`src/rtl/core/lmmf_pkg.sv`:
```
// Shared constants for the label map majority filter.
package lmmf_pkg;

   // Configuration register indexes
   localparam logic [1:0] CSR_FRAME_WIDTH  = 2'd0;
   localparam logic [1:0] CSR_FRAME_HEIGHT = 2'd1;
   localparam logic [1:0] CSR_NUM_LEVELS   = 2'd2;
   localparam logic [1:0] CSR_ZERO_BORDER  = 2'd3;

   localparam int CSR_INDEX_BITS = 2;
   localparam int CSR_DATA_BITS  = 16;

   localparam int FRAME_WIDTH_BITS  = 11;
   localparam int FRAME_HEIGHT_BITS = 16;
   localparam int NUM_LEVELS_BITS   = 4;
   localparam int IN_LABEL_BITS     = 4;
   localparam int OUT_COL_BITS      = 10;

   localparam int MIN_DIM = 3;

   // Reset values of the registers
   localparam int                       FRAME_WIDTH_RST  = 1024;
   localparam logic [FRAME_HEIGHT_BITS-1:0] FRAME_HEIGHT_RST = 16'd480;
   localparam logic [NUM_LEVELS_BITS-1:0]   NUM_LEVELS_RST   = 4'd15;

   // Majority vote over the eight neighbors of the 3x3 window
   localparam int NUM_NBRS  = 8;
   localparam int MIN_COUNT = 6;
   localparam int CNT_BITS  = $clog2(NUM_NBRS + 1);
   // Any MIN_COUNT-of-NUM_NBRS winner shows up among this many neighbors
   localparam int NUM_CAND  = NUM_NBRS - MIN_COUNT + 1;

endpackage

```
`src/rtl/core/lmmf_vote.sv`:
```
// Majority vote over the eight neighbors of a 3x3 window.
module lmmf_vote #(
   parameter int LABEL_BITS = 4
) (
   input  logic [LABEL_BITS-1:0] nbr [lmmf_pkg::NUM_NBRS],
   output logic [LABEL_BITS-1:0] vote
);

   logic [lmmf_pkg::CNT_BITS-1:0] cnt [lmmf_pkg::NUM_CAND];

   // A label held by at least MIN_COUNT neighbors is unique and must sit
   // in one of the first NUM_CAND slots, so only those are counted.
   always_comb begin
      vote = '0;
      for (int k = 0; k < lmmf_pkg::NUM_CAND; k++) begin
         cnt[k] = '0;
         for (int j = 0; j < lmmf_pkg::NUM_NBRS; j++) begin
            cnt[k] = cnt[k] + lmmf_pkg::CNT_BITS'(nbr[j] == nbr[k]);
         end
         if (cnt[k] >= lmmf_pkg::CNT_BITS'(lmmf_pkg::MIN_COUNT)) begin
            vote = nbr[k];
         end
      end
   end

endmodule

```
`config.mk`:
```
export PLATFORM = sky130hd
export DESIGN_NAME = lmmf_vote
export DESIGN_NICKNAME = d
export VERILOG_FILES = /design/src/rtl/core/lmmf_pkg.sv /design/src/rtl/core/lmmf_vote.sv
export SDC_FILE = /design/constraint.sdc
export NUM_CORES = 1
export LEC_CHECK = 0
export BUFFER_PORTS_ARGS = -buffer_cell sky130_fd_sc_hd__buf_4
export CAP_MARGIN = 10
export CORE_ASPECT_RATIO = 1.2
export CORE_UTILIZATION = 50
export DETAILED_ROUTE_END_ITERATION = 10
export PLACE_DENSITY = 0.76
export SYNTH_ARGS = -nofsm -noshare
export SYNTH_HDL_FRONTEND = slang
export SYNTH_SLANG_ARGS = --single-unit
```
`constraint.sdc`:
```
create_clock -name vclk -period 6.2
set_input_delay 1.24 -clock vclk [all_inputs]
set_output_delay 1.24 -clock vclk [all_outputs]
set_load 0.01 [all_outputs]
```
### Yosys cells after proc, flatten, opt, wreduce, memory -nomap -nowiden

Cells that the tools add are included.

* memory bits (read-only): 0
* bits in writable memories: 0
* memories: 0
* bits in latches: 0
* bits in registers: 0
* output and inout port bits: 4

* eq/ne operators: 21
* div/mod/pow operators: 0
* reductions and logical operators: 0
* bitwise operators: 0
* mux-type cells: 3
* magnitude comparators: 3
* shift-type cells: 0
* multipliers: 0
* $add $sub $neg: 21

Operators by type and width (number)
* $eq 4x4->1: 21
* $add 4x1->4: 12
* $add 3x1->4: 3
* $ge 4x3->1 const B: 3
* $mux 4: 3
* $add 2x1->3: 2
* $add 2x1->3 const B: 1
* $add 1x1->2: 1
* $add 1x1->2 const A: 1
* $add 1x1->2 const B: 1

### Depth between registers and ports, before layout

* depth in word-level cells: 12
* mapped depth: 14

### Least setup slack after synthesis

Ideal clock, no wire load.

* path type: input-to-output
* start: input port nbr[26] (netlist bit)
* end: output port vote[0]
* cell stages on the path: 13
* path buffers: 1
* setup slack: 571 ps
* data required time: 4960 ps
* arrival: 4389 ps
* cells stage by stage: buf_2 > xnor2_1 > nand4_1 > ha_1 > fa_1 > inv_1 > fa_1 > ha_1 > fa_1 > nand3b_1 > o211ai_1 > nand3_1 > a31oi_1

* word-level cells in the longest chain between the ends: 12
* elaborated cells between the ends (all ways): 36
* those cells by class: 21 x add/sub; 3 x order compare; 9 x eq/ne; 3 x mux

Ends and longest elaborated chain
* start, declared: RTL line lmmf_vote.sv:5 `input logic [LABEL_BITS-1:0] nbr [lmmf_pkg::NUM_NBRS],`
* $eq 4x4->1: RTL line lmmf_vote.sv:18 `cnt[k] = cnt[k] + lmmf_pkg::CNT_BITS'(nbr[j] == nbr[k]);`
* $add 1x1->2: RTL line lmmf_vote.sv:18
* $add 2x1->3: RTL line lmmf_vote.sv:18
* $add 3x1->4: RTL line lmmf_vote.sv:18
* $add 4x1->4 (4 in a row): RTL line lmmf_vote.sv:18
* $ge 4x3->1: RTL line lmmf_vote.sv:20 `if (cnt[k] >= lmmf_pkg::CNT_BITS'(lmmf_pkg::MIN_COUNT)) begin`
* $mux 4 (2 in a row): RTL line lmmf_vote.sv:20
* $mux 4 *: RTL line lmmf_vote.sv:20
* end, declared: RTL line lmmf_vote.sv:6 `output logic [LABEL_BITS-1:0] vote`

Mark *: on every way between the ends. The rest lies on a longest branch, timed or not.

### Worst setup path in the final report

* start: input port nbr[31] (netlist bit)
* end: output port vote[2]

Same word-level chain as after synthesis.

==> summary.md <==
| Metric | Value |
|---|---|
| Top Usage Layer GRT | met2 |
| Gpl congestion | about 0.96 |
| Status | completed |
| Hold EP | vote[3] |
| Chip Width | 49.7 µm |
| Yosys cell types | 19 |
| Post-synthesis mux area share | 0% |
| Synth warnings | 0 |
| Synth Area in Adders | roughly 24% |
| Crit-path cells | buf_4, xnor2_1, nand4_1, ha_1, fa_1, inv_1, fa_1, ha_1, fa_1, nand3b_1, o211ai_1, nand3_1, a31oi_1, buf_4 |
| Final Cycle Share | between 90% and 100% |
| WHS Path Cells | 4 |
| Via-to-Cell Ratio | approximately 5.4 |
| Power consumption | approximately 140 µW |
| Die Span Y | 59.3 µm |
| Clock buf count | 0 |
| CP max-delay cell | fa_1 |
| Routed WL | between 3 and 4 mm |
| Setup bufs post-CTS | 0 |
| Max VDD drop | 52.3 µV |
| CP Capture Type | output port |
| M3 GR Usage | slightly above 2% |
| PwrDens | just under 90 nW/µm² |
| First-pass GRT wire length | around 6 mm |
| Max Fclk | 168 MHz |
| GRT Util Overall | approximately a quarter |
| Buffers added on ports | 36 |
| Drt drc | 0 |
| Xor/xnor share of the synthesized area | between 40% and 50% |
| Diode count | 0 |
| Grt total ovfl | 0 |
| Setup crit start | nbr[31] |
| Post-Synthesis Cells | between 150 and 200 |
| DRT Pass-1 Iters | 5 |
| Met2 Track Usage GR | 48.3% |
| Startpoint Class | input port |
| Layout area overhead | 18.4% |
| Finished Layout Cells | approximately 230 |
| Seq cells | 0 |
| Fin worst setup slack | approximately 250 ps |
| Fraction of layout cells with a size suffix above 1 | between 10% and 20% |
| Avg Inst Size Synth | roughly 8.1 µm² |
| Synth Area in Simple Gates | between 10% and 20% |
| Final Core Density | between 60% and 70% |
| Final Hold Fails | 0 |
| Met1 Track Usage GR | between 30% and 40% |
| Initial Utilization | around 54% |
| Pre-CTS setup slack | roughly 280 ps |
| Largest net degree at the start of global routing | 9 |
| Crit path DAT | 4710 ps |
| Setup TNS | 0 ps |
| Vias | around 1,200 |
| Max Cap Violations | 0 |
| Largest family of logic cells by synthesized area | XOR/XNOR gates |
| Critical path type | input port to output port |
| Complex-gate fraction of the synthesized area | 5.86% |
| Nets | ~250 |
| DRT iter0 DRCs | 51 |
| Slew Viols, Final | 0 |
| Hold buffers post-CTS | 0 |
| Mapped cell area | approximately 1400 µm² |
| Final HPWL DP | approximately 2.9 mm |
| Max incr delay on CP | roughly 560 ps |
| Req. time, crit path | approximately 5000 ps |
| I/O pins | 36 |
| Type of the worst min-delay path | input port to output port |
| CTS resizes | 0 |
| Finish-stage setup viols | 0 |
| Final min period | 5950 ps |
| Register area | 0 µm² |
| Min-delay src | nbr[27] |
| Post-DR wirelength/cell | between 15 and 20 µm |
| Cells after DPL | 226 |
| Syn nets | 222 |
| Die area | 2950 µm² |
| Core area | approximately 2600 µm² |
| Most frequent cell on the critical path | fa_1 |
| Leakage power | approximately 0.0007 µW |
| RSZ-0062 raised after global routing | no |
| Worst-Margin Slew | 401 ps |
| Initial antenna violation count | 0 |
| Row count | 20 |
| Final ANT Viol Nets | 0 |
| Via count of the first global-routing pass | roughly 1,300 |
| Post-synthesis sequential area ratio | 0% |
| Crit path max fanout | 8 |
| Normalized max-slew margin | 73.0% |
-- worst max-delay path by stage --
stage	slack, ps	to	depth (start not counted)
6_report	250	vote[2]	14
5_1_grt	120	vote[2]	15
4_1_cts	270	vote[2]	14
3_5_place_dp	280	vote[2]	14
3_3_place_gp	380	vote[2]	14
2_1_floorplan	570	vote[0]	13
-- stage by stage --
| step | hold WS [ps] | cell area (µm²) |
|---|---|---|
| 2_1_floorplan | 2820 | 1370 |
| 5_1_grt | 2950 | 1620 |
| 3_3_place_gp | 2920 | 1620 |
| 3_5_place_dp | 2930 | 1620 |
| 6_report | 2930 | 1620 |
| 4_1_cts | 2930 | 1620 |
-- Yosys cell counts, drive strengths merged --
library cell | n | area share (%)
nand4 | 15 | 6.9
xnor2 | 60 | 38
a31oi | 4 | 1.8
nor4 | 3 | 1.4
a21o | 1 | 0.55
xor2 | 14 | 9.0
inv | 19 | 5.2
o22ai | 1 | 0.46
o22a | 1 | 0.64
nand3b | 2 | 1.1
o211ai | 1 | 0.55
a2bb2oi | 1 | 1.1
nand3 | 4 | 1.5
buf | 12 | 4.4
nand2 | 4 | 1.1
fa | 9 | 13
ha | 12 | 11
a21oi | 2 | 0.73
nor2 | 4 | 1.1
-- cell usage in the layout (no fill, tap or decap) --
cell type  netlist  final
a2bb2oi_2        1      1
xnor2_1         60     60
o211ai_1         1      1
a21o_1           1      1
o22ai_1          1      1
nand3b_1         2      2
a21oi_1          2      2
o22a_1           1      1
nand4_1         15     15
ha_1            12     12
nor2_1           4      4
nand2_1          4      4
xor2_1          14     14
nor4_1           3      3
buf_4            0     36
a31oi_1          4      4
nand3_1          4      4
inv_1           19     19
fa_1             9      9
-- worst max-delay path: cells and delay by family --
family | cells | cell delay [ps]
adders and majority gates | 5 | 2170
AOI/OAI and AO/OA | 2 | 370
and+or+nand+nor | 3 | 390
buffers and inverters | 3 | 370
xor gates and xnor gates | 1 | 180
-- area by class of cell --
class	count	area (µm²)
Multi-Input combinational cell	138	1240
Fill cell	227	933
Timing Repair Buffer	36	270
Inverter	19	71.3
Tap cell	33	41.3
-- cell families (layout without fill, tap and decap cells) --
logic type               after synthesis  count (layout)
adder cells (fa/ha/maj)               21              21
AND/OR/NAND/NOR                       32              32
AO/OA/AOI/OAI                         11              11
XOR/XNOR                              74              74
buffers and inverters                 31              55
-- per-layer routing --
layer	up-vias	routed length [µm]	share of wire, %
li1	595	-	-
met1	602	1540	44
met2	26	1830	52
met3	6	94	2.7
met4	0	46	1.3
met5	-	0	0
-- power breakdown --
part | switching [µW] | internal (µW)
clock network | 0 | 0
registers | 0 | 0
logic | 71.9 | 70.1
No activity file was read; power rests on OpenSTA's default activity.
